$ cat src/rtl/itad_pkg.sv
// Shared types, codes and a helper function for the integer to ASCII digit converter.
`default_nettype none

package itad_pkg;

  // Format codes carried in the input item's tuser field.
  typedef enum logic [1:0] {
    REQ_DEC  = 2'd0,
    REQ_OCT  = 2'd1,
    REQ_HEXL = 2'd2,
    REQ_HEXU = 2'd3
  } req_t;

  localparam int unsigned ValueWidth = 64;
  localparam int unsigned DecWidth   = 32;
  localparam int unsigned CharWidth  = 8;

  // Working word: 22 octal digits of three bits each.
  localparam int unsigned WorkWidth  = 66;
  localparam int unsigned BcdDigits  = 10;
  localparam int unsigned BcdWidth   = 4 * BcdDigits;

  localparam logic [4:0] OctDigits   = 5'd22;
  localparam logic [4:0] HexDigits   = 5'd16;
  localparam logic [4:0] DecDigits   = 5'd10;

  localparam logic [CharWidth-1:0] CharZero  = 8'h30;
  localparam logic [CharWidth-1:0] CharMinus = 8'h2d;
  localparam logic [CharWidth-1:0] LowerBase = 8'd87;
  localparam logic [CharWidth-1:0] UpperBase = 8'd55;

  // One classified item as it waits between the front and the back.
  typedef struct packed {
    req_t                  kind;
    logic                  neg;
    logic [ValueWidth-1:0] mag;
  } entry_t;

  // ASCII code of one digit value in the given format.
  function automatic logic [CharWidth-1:0] digit_char(input logic [3:0] d, input req_t kind);
    logic [CharWidth-1:0] dd;
    dd = {4'd0, d};
    if (d <= 4'd9) begin
      digit_char = dd + CharZero;
    end else if (kind == REQ_HEXU) begin
      digit_char = dd + UpperBase;
    end else begin
      digit_char = dd + LowerBase;
    end
  endfunction

endpackage

`default_nettype wire

$ cat src/rtl/itad_front.sv
// Front end: accepts input items, takes the decimal sign apart and forms the magnitude.
`default_nettype none

module itad_front (
  input  wire logic                          s_tvalid,
  output logic                               s_tready,
  input  wire logic [63:0]                   s_tdata,   // value[63:0]
  input  wire logic [1:0]                    s_tuser,   // req_type[1:0]
  input  wire logic                          q_full,
  output logic                               q_push,
  output itad_pkg::entry_t                   q_entry
);
  import itad_pkg::*;

  logic [DecWidth-1:0] low_word;

  assign low_word = s_tdata[DecWidth-1:0];
  assign s_tready = !q_full;
  assign q_push   = s_tvalid && !q_full;

  // Classify the item; a negative decimal value is stored as its unsigned magnitude.
  always_comb begin
    q_entry.kind = req_t'(s_tuser);
    q_entry.neg  = 1'b0;
    q_entry.mag  = s_tdata;
    if (req_t'(s_tuser) == REQ_DEC) begin
      q_entry.neg = low_word[DecWidth-1];
      if (low_word[DecWidth-1]) begin
        q_entry.mag = {{(ValueWidth-DecWidth){1'b0}}, (~low_word) + 32'd1};
      end else begin
        q_entry.mag = {{(ValueWidth-DecWidth){1'b0}}, low_word};
      end
    end
  end

endmodule

`default_nettype wire

$ cat src/rtl/itad_queue.sv
// Short register queue that decouples the front end from the digit engine.
`default_nettype none

module itad_queue #(
  parameter int unsigned DEPTH = 2
) (
  input  wire logic              clk,
  input  wire logic              rst,
  input  wire logic              push,
  input  wire itad_pkg::entry_t  push_entry,
  output logic                   full,
  input  wire logic              pop,
  output logic                   not_empty,
  output itad_pkg::entry_t       head
);
  import itad_pkg::*;

  localparam int unsigned PtrWidth = (DEPTH > 1) ? $clog2(DEPTH) : 1;
  localparam int unsigned CntWidth = $clog2(DEPTH + 1);
  localparam logic [PtrWidth-1:0] LastPtr = PtrWidth'(DEPTH - 1);
  localparam logic [CntWidth-1:0] FullCnt = CntWidth'(DEPTH);

  entry_t              slots [DEPTH];
  logic [PtrWidth-1:0] wr_ptr;
  logic [PtrWidth-1:0] rd_ptr;
  logic [CntWidth-1:0] count;
  logic                do_push;
  logic                do_pop;

  assign full      = (count == FullCnt);
  assign not_empty = (count != '0);
  assign head      = slots[rd_ptr];
  assign do_push   = push && !full;
  assign do_pop    = pop && not_empty;

  // Storage is written at the write pointer only.
  always_ff @(posedge clk) begin
    if (do_push) begin
      slots[wr_ptr] <= push_entry;
    end
  end

  // Pointers and fill count.
  always_ff @(posedge clk) begin
    if (rst) begin
      wr_ptr <= '0;
      rd_ptr <= '0;
      count  <= '0;
    end else begin
      if (do_push) begin
        wr_ptr <= (wr_ptr == LastPtr) ? '0 : wr_ptr + 1'b1;
      end
      if (do_pop) begin
        rd_ptr <= (rd_ptr == LastPtr) ? '0 : rd_ptr + 1'b1;
      end
      if (do_push && !do_pop) begin
        count <= count + 1'b1;
      end else if (do_pop && !do_push) begin
        count <= count - 1'b1;
      end
    end
  end

  // Fill count stays within depth, a lone push raises it, and an empty queue is never popped.
  a_count_range: assert property (@(posedge clk) disable iff (rst) count <= FullCnt)
    else $error("queue fill count beyond depth");
  a_pop_nonempty: assert property (@(posedge clk) disable iff (rst) pop |-> not_empty)
    else $error("pop from an empty queue");
  a_push_count: assert property (@(posedge clk) disable iff (rst)
      (do_push && !do_pop) |=> (count == $past(count) + 1'b1))
    else $error("push did not raise the fill count");

endmodule

`default_nettype wire

$ cat src/rtl/itad_back.sv
// Digit engine: bit-serial decimal conversion, leading zero skip and character output.
`default_nettype none

module itad_back (
  input  wire logic              clk,
  input  wire logic              rst,
  input  wire logic              q_valid,
  input  wire itad_pkg::entry_t  q_head,
  output logic                   q_pop,
  output logic                   m_tvalid,
  input  wire logic              m_tready,
  output logic [7:0]             m_tdata,   // char_out[7:0]
  output logic                   m_tlast    // last_char
);
  import itad_pkg::*;

  typedef enum logic [4:0] {
    ST_IDLE = 5'b00001,
    ST_CONV = 5'b00010,
    ST_SIGN = 5'b00100,
    ST_SKIP = 5'b01000,
    ST_EMIT = 5'b10000
  } state_t;

  state_t                 state;
  req_t                   kind;
  logic                   neg;
  logic [WorkWidth-1:0]   wr;
  logic [BcdWidth-1:0]    bcd;
  logic [BcdWidth-1:0]    bcd_adj;
  logic [4:0]             cnt;
  logic [4:0]             dcnt;
  logic [3:0]             top;
  logic [WorkWidth-1:0]   wr_shift;
  logic                   out_free;

  assign out_free = !m_tvalid || m_tready;
  assign q_pop    = (state == ST_IDLE) && q_valid;

  // Leading digit and the word after it has been consumed.
  always_comb begin
    if (kind == REQ_OCT) begin
      top      = {1'b0, wr[WorkWidth-1 -: 3]};
      wr_shift = wr << 3;
    end else begin
      top      = wr[ValueWidth-1 -: 4];
      wr_shift = wr << 4;
    end
  end

  // Add three to every BCD digit of five or more before the next shift.
  always_comb begin
    for (int i = 0; i < BcdDigits; i++) begin
      if (bcd[4*i +: 4] >= 4'd5) begin
        bcd_adj[4*i +: 4] = bcd[4*i +: 4] + 4'd3;
      end else begin
        bcd_adj[4*i +: 4] = bcd[4*i +: 4];
      end
    end
  end

  // Sequencer and working registers.
  always_ff @(posedge clk) begin
    if (rst) begin
      state <= ST_IDLE;
    end else begin
      case (state)
        ST_IDLE: begin
          if (q_valid) begin
            kind <= q_head.kind;
            neg  <= q_head.neg;
            if (q_head.kind == REQ_DEC) begin
              wr    <= {{(WorkWidth-DecWidth){1'b0}}, q_head.mag[DecWidth-1:0]};
              bcd   <= '0;
              cnt   <= '0;
              state <= ST_CONV;
            end else begin
              wr    <= {{(WorkWidth-ValueWidth){1'b0}}, q_head.mag};
              dcnt  <= (q_head.kind == REQ_OCT) ? OctDigits : HexDigits;
              state <= ST_SIGN;
            end
          end
        end
        ST_CONV: begin
          bcd <= {bcd_adj[BcdWidth-2:0], wr[DecWidth-1]};
          cnt <= cnt + 5'd1;
          if (cnt == 5'd31) begin
            // Left-justify the BCD result where the hex digits sit.
            wr    <= {{(WorkWidth-ValueWidth){1'b0}}, bcd_adj[BcdWidth-2:0], wr[DecWidth-1],
                      {(ValueWidth-BcdWidth){1'b0}}};
            dcnt  <= DecDigits;
            state <= ST_SIGN;
          end else begin
            wr <= {{(WorkWidth-DecWidth){1'b0}}, wr[DecWidth-2:0], 1'b0};
          end
        end
        ST_SIGN: begin
          if (!neg || out_free) begin
            state <= ST_SKIP;
          end
        end
        ST_SKIP: begin
          if (top == 4'd0 && dcnt > 5'd1) begin
            wr   <= wr_shift;
            dcnt <= dcnt - 5'd1;
          end else begin
            state <= ST_EMIT;
          end
        end
        ST_EMIT: begin
          if (out_free) begin
            wr   <= wr_shift;
            dcnt <= dcnt - 5'd1;
            if (dcnt == 5'd1) begin
              state <= ST_IDLE;
            end
          end
        end
        default: begin
          state <= ST_IDLE;
        end
      endcase
    end
  end

  // Output register; a new item is loaded whenever the previous one is gone or taken now.
  always_ff @(posedge clk) begin
    if (rst) begin
      m_tvalid <= 1'b0;
    end else if (out_free) begin
      if (state == ST_SIGN && neg) begin
        m_tvalid <= 1'b1;
        m_tdata  <= CharMinus;
        m_tlast  <= 1'b0;
      end else if (state == ST_EMIT) begin
        m_tvalid <= 1'b1;
        m_tdata  <= digit_char(top, kind);
        m_tlast  <= (dcnt == 5'd1);
      end else begin
        m_tvalid <= 1'b0;
      end
    end
  end

  // Digits never run out while characters are being sent.
  a_emit_count: assert property (@(posedge clk) disable iff (rst)
      (state == ST_EMIT || state == ST_SKIP) |-> dcnt != 5'd0)
    else $error("digit count exhausted during output");
  // A minus sign only ever precedes a decimal number.
  a_neg_dec: assert property (@(posedge clk) disable iff (rst)
      (state == ST_SIGN && neg) |-> kind == REQ_DEC)
    else $error("sign on a non-decimal item");
  // Every emitted digit of a decimal number is a valid BCD digit.
  a_bcd_digit: assert property (@(posedge clk) disable iff (rst)
      (state == ST_EMIT && kind == REQ_DEC) |-> top <= 4'd9)
    else $error("decimal digit out of range");

endmodule

`default_nettype wire

$ cat src/rtl/integer_to_ascii_digits.sv
// Top level of the integer to ASCII digit converter: front end, queue and digit engine.
// Order per item: decimal values first run 32 double-dabble steps, then a minus sign is
//   registered for a negative decimal, leading zeros are skipped, and the digits follow.
//   Throughput: one character per cycle once the digits start, while m_tready holds; the
//   single digit engine takes the next item only after the last character of the current one.
// Synchronous active-high rst empties the queue and the output register.
`default_nettype none

module integer_to_ascii_digits #(
  parameter int unsigned QUEUE_DEPTH = 2
) (
  input  wire logic        clk,
  input  wire logic        rst,
  input  wire logic        s_tvalid,
  output logic             s_tready,
  input  wire logic [63:0] s_tdata,   // value[63:0]
  input  wire logic [1:0]  s_tuser,   // req_type[1:0]
  output logic             m_tvalid,
  input  wire logic        m_tready,
  output logic [7:0]       m_tdata,   // char_out[7:0]
  output logic             m_tlast    // last_char
);
  import itad_pkg::*;

  entry_t push_entry;
  entry_t head;
  logic   push;
  logic   full;
  logic   pop;
  logic   not_empty;

  itad_front u_front (
    .s_tvalid (s_tvalid),
    .s_tready (s_tready),
    .s_tdata  (s_tdata),
    .s_tuser  (s_tuser),
    .q_full   (full),
    .q_push   (push),
    .q_entry  (push_entry)
  );

  itad_queue #(
    .DEPTH (QUEUE_DEPTH)
  ) u_queue (
    .clk        (clk),
    .rst        (rst),
    .push       (push),
    .push_entry (push_entry),
    .full       (full),
    .pop        (pop),
    .not_empty  (not_empty),
    .head       (head)
  );

  itad_back u_back (
    .clk      (clk),
    .rst      (rst),
    .q_valid  (not_empty),
    .q_head   (head),
    .q_pop    (pop),
    .m_tvalid (m_tvalid),
    .m_tready (m_tready),
    .m_tdata  (m_tdata),
    .m_tlast  (m_tlast)
  );

endmodule

`default_nettype wire
$ cat config.mk
export PLATFORM = sky130hd
export DESIGN_NAME = integer_to_ascii_digits
export DESIGN_NICKNAME = d
export VERILOG_FILES = /design/src/rtl/itad_pkg.sv /design/src/rtl/itad_front.sv /design/src/rtl/itad_queue.sv /design/src/rtl/itad_back.sv /design/src/rtl/integer_to_ascii_digits.sv
export SDC_FILE = /design/constraint.sdc
export NUM_CORES = 1
export LEC_CHECK = 0
export ABC_AREA = 1
export BUFFER_PORTS_ARGS = -buffer_cell sky130_fd_sc_hd__buf_2
export CORE_ASPECT_RATIO = 0.7
export CORE_MARGIN = 2
export CORE_UTILIZATION = 40
export DETAILED_ROUTE_END_ITERATION = 6
export HOLD_SLACK_MARGIN = 0.12
export PLACE_DENSITY = 0.59
export SETUP_SLACK_MARGIN = 0.2
export SLEW_MARGIN = 20
export SYNTH_ARGS = -nofsm -noshare
export SYNTH_HDL_FRONTEND = slang
export SYNTH_HIERARCHICAL = 1
export SYNTH_SLANG_ARGS = --single-unit
$ cat constraint.sdc
create_clock -name clk -period 8 [get_ports clk]
set_clock_uncertainty 0.05 [all_clocks]
set_input_delay 1.6 -clock clk [delete_from_list [all_inputs] [get_ports clk]]
set_output_delay 1.6 -clock clk [all_outputs]
set_load 0.02 [all_outputs]
==> results.py, run 1 <==
metrics = {
    "worst_setup_path": {
        "slowest_stage": "nor2_4",
        "path_cells": "inv_2 > nand3_4 > clkinv_2 > nor2_4 > inv_2 > nor2_4 > nand2_1 > o211ai_1",
        "path_max_fanout": 42,
        "endpoint_kind": "register",
        "crit_required_ps": 8360,
        "worstSetupPathType": "reg -> reg",
        "cpPeakStageDelay_ps": 760,
        "cp-start-kind": "register",
        "arrival_ps": 3960,
    },
    "synth": {
        "synthFlopType": "edfxtp_1",
        "netlist_top_cells_count": "nand2_1 (286), edfxtp_1 (261), inv_1 (183)",
        "syn_area_um2": 14100,
        "ys_warn_count": 6,
        "synthesis.instances": 1416,
        "synth.largest_area_cell": "edfxtp_1",
        "syn-num-nets": 1514,
        "ys_seq_area_share_pct": 57.0,
        "ys_top_cells_by_area": "edfxtp_1 (55%), nand2_1 (7.6%), inv_1 (4.9%)",
        "syn_area_per_cell_um2": 9.98,
        "synthMostInstantiatedCell": "nand2_1",
        "ys_ff_latch": 272,
        "synth_top_cell_area_share_pct": 55.4,
        "synth_edf_count": 261,
        "yosysUniqueCellTypes": 44,
        "synth-async-reset-ratio_pct": 0,
    },
    "detailed_routing": {
        "final_antenna_net_count": 0,
        "via_count": 10100,
        "wire_per_inst_um": 17.0,
        "first_iter_violations": 1069,
        "viasPerCell": 5.13,
        "first_pass_iters": 6,
        "wl_um": 33600,
        "drc": 0,
    },
    "run": {
        "maxCapViolations": 0,
    },
    "timing": {
        "finalSetupViolCount": 0,
        "relSlewSlack_pct": 35.7,
        "tightest_slew_ps": 959,
        "min_period_ps": 3600,
        "tns_ps": 0,
        "rsz0062_at_grt": "false",
        "max_freq_mhz": 278,
        "finalHoldViolations": 0,
        "finalCritPeriodShare_pct": 45.0,
        "drv_slew": 0,
    },
    "global_route": {
        "first_global_vias": 9386,
        "groute.usage.overall_pct": 18.2,
        "grt_pass1_wl_um": 53000,
        "grt_start_max_net_pins": 73,
        "antenna_found_initial": 0,
        "overflow": 0,
    },
    "clock_network": {
        "post_cts_buffers": 0,
        "ctsHoldBuffers": 0,
        "clockRootBuffer": "clkbuf_16",
        "clkSinkCount": 272,
        "clkTransAtPathRegs_ps": 60,
        "cts_resized": 0,
        "clk_path_buf_depth": 3,
        "htreeDepth": 1,
        "worstSkewPairLatency_ps": 570,
        "cts_tree": "built",
        "cts_buffers": 28,
    },
    "floorplan": {
        "dieArea_um2": 36900,
        "num_rows": 57,
        "io_pins": 81,
        "die_y_um": 161,
        "core_area_um2": 34700,
        "floorplan.initialDensity_pct": 40.7,
        "die_x_um": 229,
    },
    "run_status": {
        "status": "completed",
    },
    "min_path": {
        "hold_class": "reg -> reg",
    },
    "layout": {
        "drive_gt1_share_pct": 15.8,
        "n_antenna_cell": 0,
        "nNetsFinal": 1579,
        "nFillCells": 3308,
        "fin_area_um2": 15900,
        "area_growth_pct": 12.5,
    },
    "power_and_ir_drop": {
        "vdd_drop_max_mv": 0.165,
        "leakagePower_nw": 6.52,
        "power_density_nw_per_um2": 302,
    },
    "placed_design": {
        "place_congestion": 0.887,
        "dpl_cell_area_um2": 14900,
        "hpwl_um": 22800,
        "port-buffer-count": 79,
    },
}
-- sequential cells by signal (all words and copies together) (netlist names), named ones only --
name	count
u_queue/slots	134
u_back/wr	66
u_back/bcd	40
u_back/m_tdata	7
u_back/cnt	5
u_back/dcnt	5
u_back/state	5
u_back/kind	2
u_queue/count	2
u_back/m_tlast	1
u_back/m_tvalid	1
u_back/neg	1
u_queue/rd_ptr	1
u_queue/wr_ptr	1
-- metrics by stage --
step	util (%)	worst slack (ps)	hold WS (ps)	instances	power, W
4_1_cts	45.8	4450	459	1975	0.00482
3_5_place_dp	43.0	4260	441	1923	0.00346
5_1_grt	45.8	4070	477	1975	0.00507
6_report	45.8	4400	457	1975	0.00480
3_3_place_gp	43.0	4250	427	1923	0.00345
2_1_floorplan	-	2810	415	1416	0.00308
-- worst paths after layout --
path,from,end,slack [ps],depth (start not counted)
max,u_back/state[4],u_back/wr[33],4400,8
min,u_queue/rd_ptr,u_queue/rd_ptr,460,2
max reg2reg,u_back/state[4],u_back/wr[33],4400,8
min reg2reg,u_queue/rd_ptr,u_queue/rd_ptr,460,2
-- layer usage --
layer  part of all wire [%]  vias up  GRT usage, %
li1                       -     4945             -
met1                     52     4820          30.5
met2                     39      343          24.2
met3                    7.7       31          2.95
met4                    1.3        0          3.06
met5                      0        -             0
-- layout by cell type (no fill, tap or decap), types with 10 or more instances in the layout --
cell type,n
a21oi_1,49
buf_2,79
clkbuf_16,28
dfxtp_1,10
edfxtp_1,261
ha_1,28
inv_1,182
mux2_2,37
mux2_4,30
nand2_1,286
nand3_1,79
nand4_1,15
nor2_1,147
o211ai_1,28
o21ai_0,99
o221ai_1,15
xor2_1,21
-- worst max-delay path, delay by kind of cell, from the launching register on --
family	cells	cell delay, ps
and+or+nand+nor	4	1970
buffers and inverters	3	850
DFF	1	380
AOI/OAI and AO/OA	1	150
-- area by class of cell --
cell class	count	area, µm²	area share [%]
clock inverter	23	253	1.59
inverter	191	721	4.53
timing repair buffer	88	463	2.91
tap	472	591	3.71
sequential	272	8060	50.7
multi-input combinational	900	5100	32.1
clock buffer	29	704	4.43
-- report_power, final --
group | total (W) | internal [W] | switching [W]
logic | 0.00130 | 0.000437 | 0.000858
clock network | 0.00136 | 0.000777 | 0.000580
registers | 0.00215 | 0.00201 | 0.000139
-- kinds of logic after synthesis --
| logic type | count (synthesis) | synth area share [%] |
|---|---|---|
| AO/OA/AOI/OAI | 211 | 8.56 |
| XOR/XNOR | 28 | 1.73 |
| adder cells (fa/ha/maj) | 28 | 2.48 |
| buffers and inverters | 244 | 7.13 |
| flip-flops | 272 | 57.0 |
| multiplexers | 67 | 6.13 |
| other | 1 | 0.0265 |
| AND/OR/NAND/NOR | 565 | 16.9 |
No activity file was read; power rests on OpenSTA's default activity.
==> run 2: changes to the inputs <==
Settings changed: ABC_AREA 1 to 0.
Clock period 8 ns to 3.5 ns, I/O delays scaled along.
==> results.py, run 2 <==
metrics = {
    "run_status": {
        "status": "completed",
    },
    "placed_design": {
        "dpl_cell_area_um2": 14500,
        "port-buffer-count": 79,
        "hpwl_um": 20500,
        "place_congestion": 0.784,
        "place_inst": 1592,
    },
    "synth": {
        "ys_ff_latch": 272,
        "synthesis.instances": 1120,
        "synthFlopType": "edfxtp_1",
        "syn_area_per_cell_um2": 12.2,
        "synth_top_cell_area_share_pct": 57.3,
        "ys_seq_area_share_pct": 58.9,
        "ys_top_cells_by_area": "edfxtp_1 (57%), mux2_2 (5.8%), nand2_1 (4.1%)",
        "syn-num-nets": 1218,
        "synth_edf_count": 261,
        "yosysUniqueCellTypes": 72,
        "syn_area_um2": 13700,
        "ys_warn_count": 6,
        "synth.largest_area_cell": "edfxtp_1",
        "synth-async-reset-ratio_pct": 0,
        "synthMostInstantiatedCell": "edfxtp_1",
        "netlist_top_cells_count": "edfxtp_1 (261), nand2_1 (149), a21oi_1 (95)",
    },
    "timing": {
        "max_freq_mhz": 386,
        "drv_slew": 0,
        "finalHoldViolations": 0,
        "finalCritPeriodShare_pct": 74.1,
        "finalSetupViolCount": 0,
        "tns_ps": 0,
        "rsz0062_at_grt": "false",
        "tightest_slew_ps": 777,
        "min_period_ps": 2590,
        "relSlewSlack_pct": 48.2,
    },
    "worst_setup_path": {
        "slowest_stage": "edfxtp_1",
        "cp-endpoint": "u_back/wr[18]",
        "timing.rr.end": "u_back/wr[18]",
        "crit_required_ps": 3660,
        "path_max_fanout": 66,
        "endpoint_kind": "register",
        "cpPeakStageDelay_ps": 440,
        "arrival_ps": 2750,
        "r2r_cells": 6,
        "cp-start-kind": "register",
        "r2r_start": "u_back/kind[1]",
        "setup.worst_path.start": "u_back/kind[1]",
        "r2r_slack_ps": 910,
        "path_cells": "nor2b_4 > mux2i_4 > ha_2 > nand4_4 > a2111oi_4 > buf_12",
        "worstSetupPathType": "reg -> reg",
    },
    "global_route": {
        "overflow": 0,
        "grt_start_max_net_pins": 71,
        "groute.usage.overall_pct": 17.6,
        "grt_pass1_wl_um": 49800,
        "antenna_found_initial": 0,
        "first_global_vias": 8604,
    },
    "floorplan": {
        "num_rows": 56,
        "io_pins": 81,
        "core_area_um2": 33600,
        "floorplan.initialDensity_pct": 40.8,
        "die_y_um": 159,
        "dieArea_um2": 35700,
        "die_x_um": 225,
    },
    "clock_network": {
        "htreeDepth": 1,
        "clockRootBuffer": "clkbuf_16",
        "clk_path_buf_depth": 3,
        "cts_tree": "built",
        "cts_buffers": 30,
        "ctsHoldBuffers": 0,
        "worstSkewPairLatency_ps": 590,
        "clkTransAtPathRegs_ps": 60,
        "post_cts_buffers": 0,
        "clkSinkCount": 272,
        "cts_resized": 0,
    },
    "layout": {
        "nFillCells": 2964,
        "drive_gt1_share_pct": 21.4,
        "final_common_cell": "edfxtp_1",
        "largestRegisters": "u_queue/slots: 134 flops, u_back/wr: 66 flops, u_back/bcd: 40 flops",
        "nNetsFinal": 1287,
        "n_antenna_cell": 0,
        "area_growth_pct": 14.2,
        "fin_area_um2": 15600,
        "layout.cells.non_filler": 1648,
        "largest_reg_flops": 134,
        "regMostFlops": "u_queue/slots",
        "mostFrequentLayoutCells": "edfxtp_1 (261), nand2_1 (148), a21oi_1 (94), buf_2 (79), mux2_2 (70)",
        "fin_util_pct": 46.5,
    },
    "detailed_routing": {
        "drc": 0,
        "first_pass_iters": 5,
        "wire_per_inst_um": 18.9,
        "wl_um": 31200,
        "first_iter_violations": 904,
        "viasPerCell": 5.48,
        "via_count": 9028,
        "final_antenna_net_count": 0,
    },
    "power_and_ir_drop": {
        "leakagePower_nw": 5.58,
        "vdd_drop_max_mv": 0.380,
        "power_density_nw_per_um2": 721,
    },
    "run": {
        "maxCapViolations": 0,
    },
    "min_path": {
        "hold_class": "in -> reg",
    },
}
run 2: layout make-up:
cell class / count / area (µm²) / share of cell area [%]
timing repair buffer: 97 / 568 / 3.64
clock buffer: 31 / 754 / 4.83
multi-input combinational: 753 / 5230 / 33.5
clock inverter: 25 / 332 / 2.12
inverter: 35 / 131 / 0.841
sequential: 272 / 8060 / 51.6
tap: 435 / 544 / 3.48
run 2: kinds of logic (layout without fill, tap and decap cells):
logic type / count (synthesis) / count (layout) / share of synthesized area [%]
AOI/OAI and AO/OA: 229 / 229 / 11.9
DFF: 272 / 272 / 58.9
muxes: 82 / 82 / 6.82
buffers and inverters: 95 / 188 / 3.22
and+or+nand+nor: 363 / 363 / 13.4
xor gates and xnor gates: 50 / 50 / 3.20
adders and majority gates: 28 / 28 / 2.56
other: 1 / 1 / 0.0274
run 2: power breakdown:
group	internal (W)	switching, W
clock	0.00209	0.00135
combinational	0.00114	0.00172
sequential	0.00459	0.000389
run 2: worst max-delay path, delay by kind of cell, from the launching register on:
kind | cells | cell delay (ps)
multiplexers | 1 | 310
AO/OA/AOI/OAI | 1 | 400
adder cells (fa/ha/maj) | 1 | 270
flip-flops | 1 | 440
AND/OR/NAND/NOR | 2 | 350
buffers and inverters | 1 | 350
run 2: per-layer routing:
metal	part of all wire, %	GRT usage (%)
met1	53	29.9
met2	39	22.6
met3	7.3	3.70
met4	1.5	3.04
met5	0	0
run 2: worst min path at each step:
stage | from | to | slack (ps) | depth (start not counted)
after floorplan | u_queue/wr_ptr | u_queue/wr_ptr | 400 | 2
after global routing | s_tuser[1] | u_queue/slots[1][66] | 260 | 1
final | s_tuser[1] | u_queue/slots[1][66] | 290 | 1
after detailed placement | u_queue/wr_ptr | u_queue/wr_ptr | 430 | 2
after CTS | s_tuser[1] | u_queue/slots[1][66] | 250 | 1
after global placement | u_queue/wr_ptr | u_queue/wr_ptr | 420 | 2
run 2: stage by stage:
| stage | setup WS (ps) | hold WS [ps] | total power (W) |
|---|---|---|---|
| floorplan | -1010 | 402 | 0.00699 |
| global placement | 879 | 419 | 0.00785 |
| detailed placement | 816 | 432 | 0.00788 |
| CTS | 901 | 254 | 0.0114 |
| global route | 776 | 265 | 0.0119 |
| finish | 907 | 286 | 0.0113 |
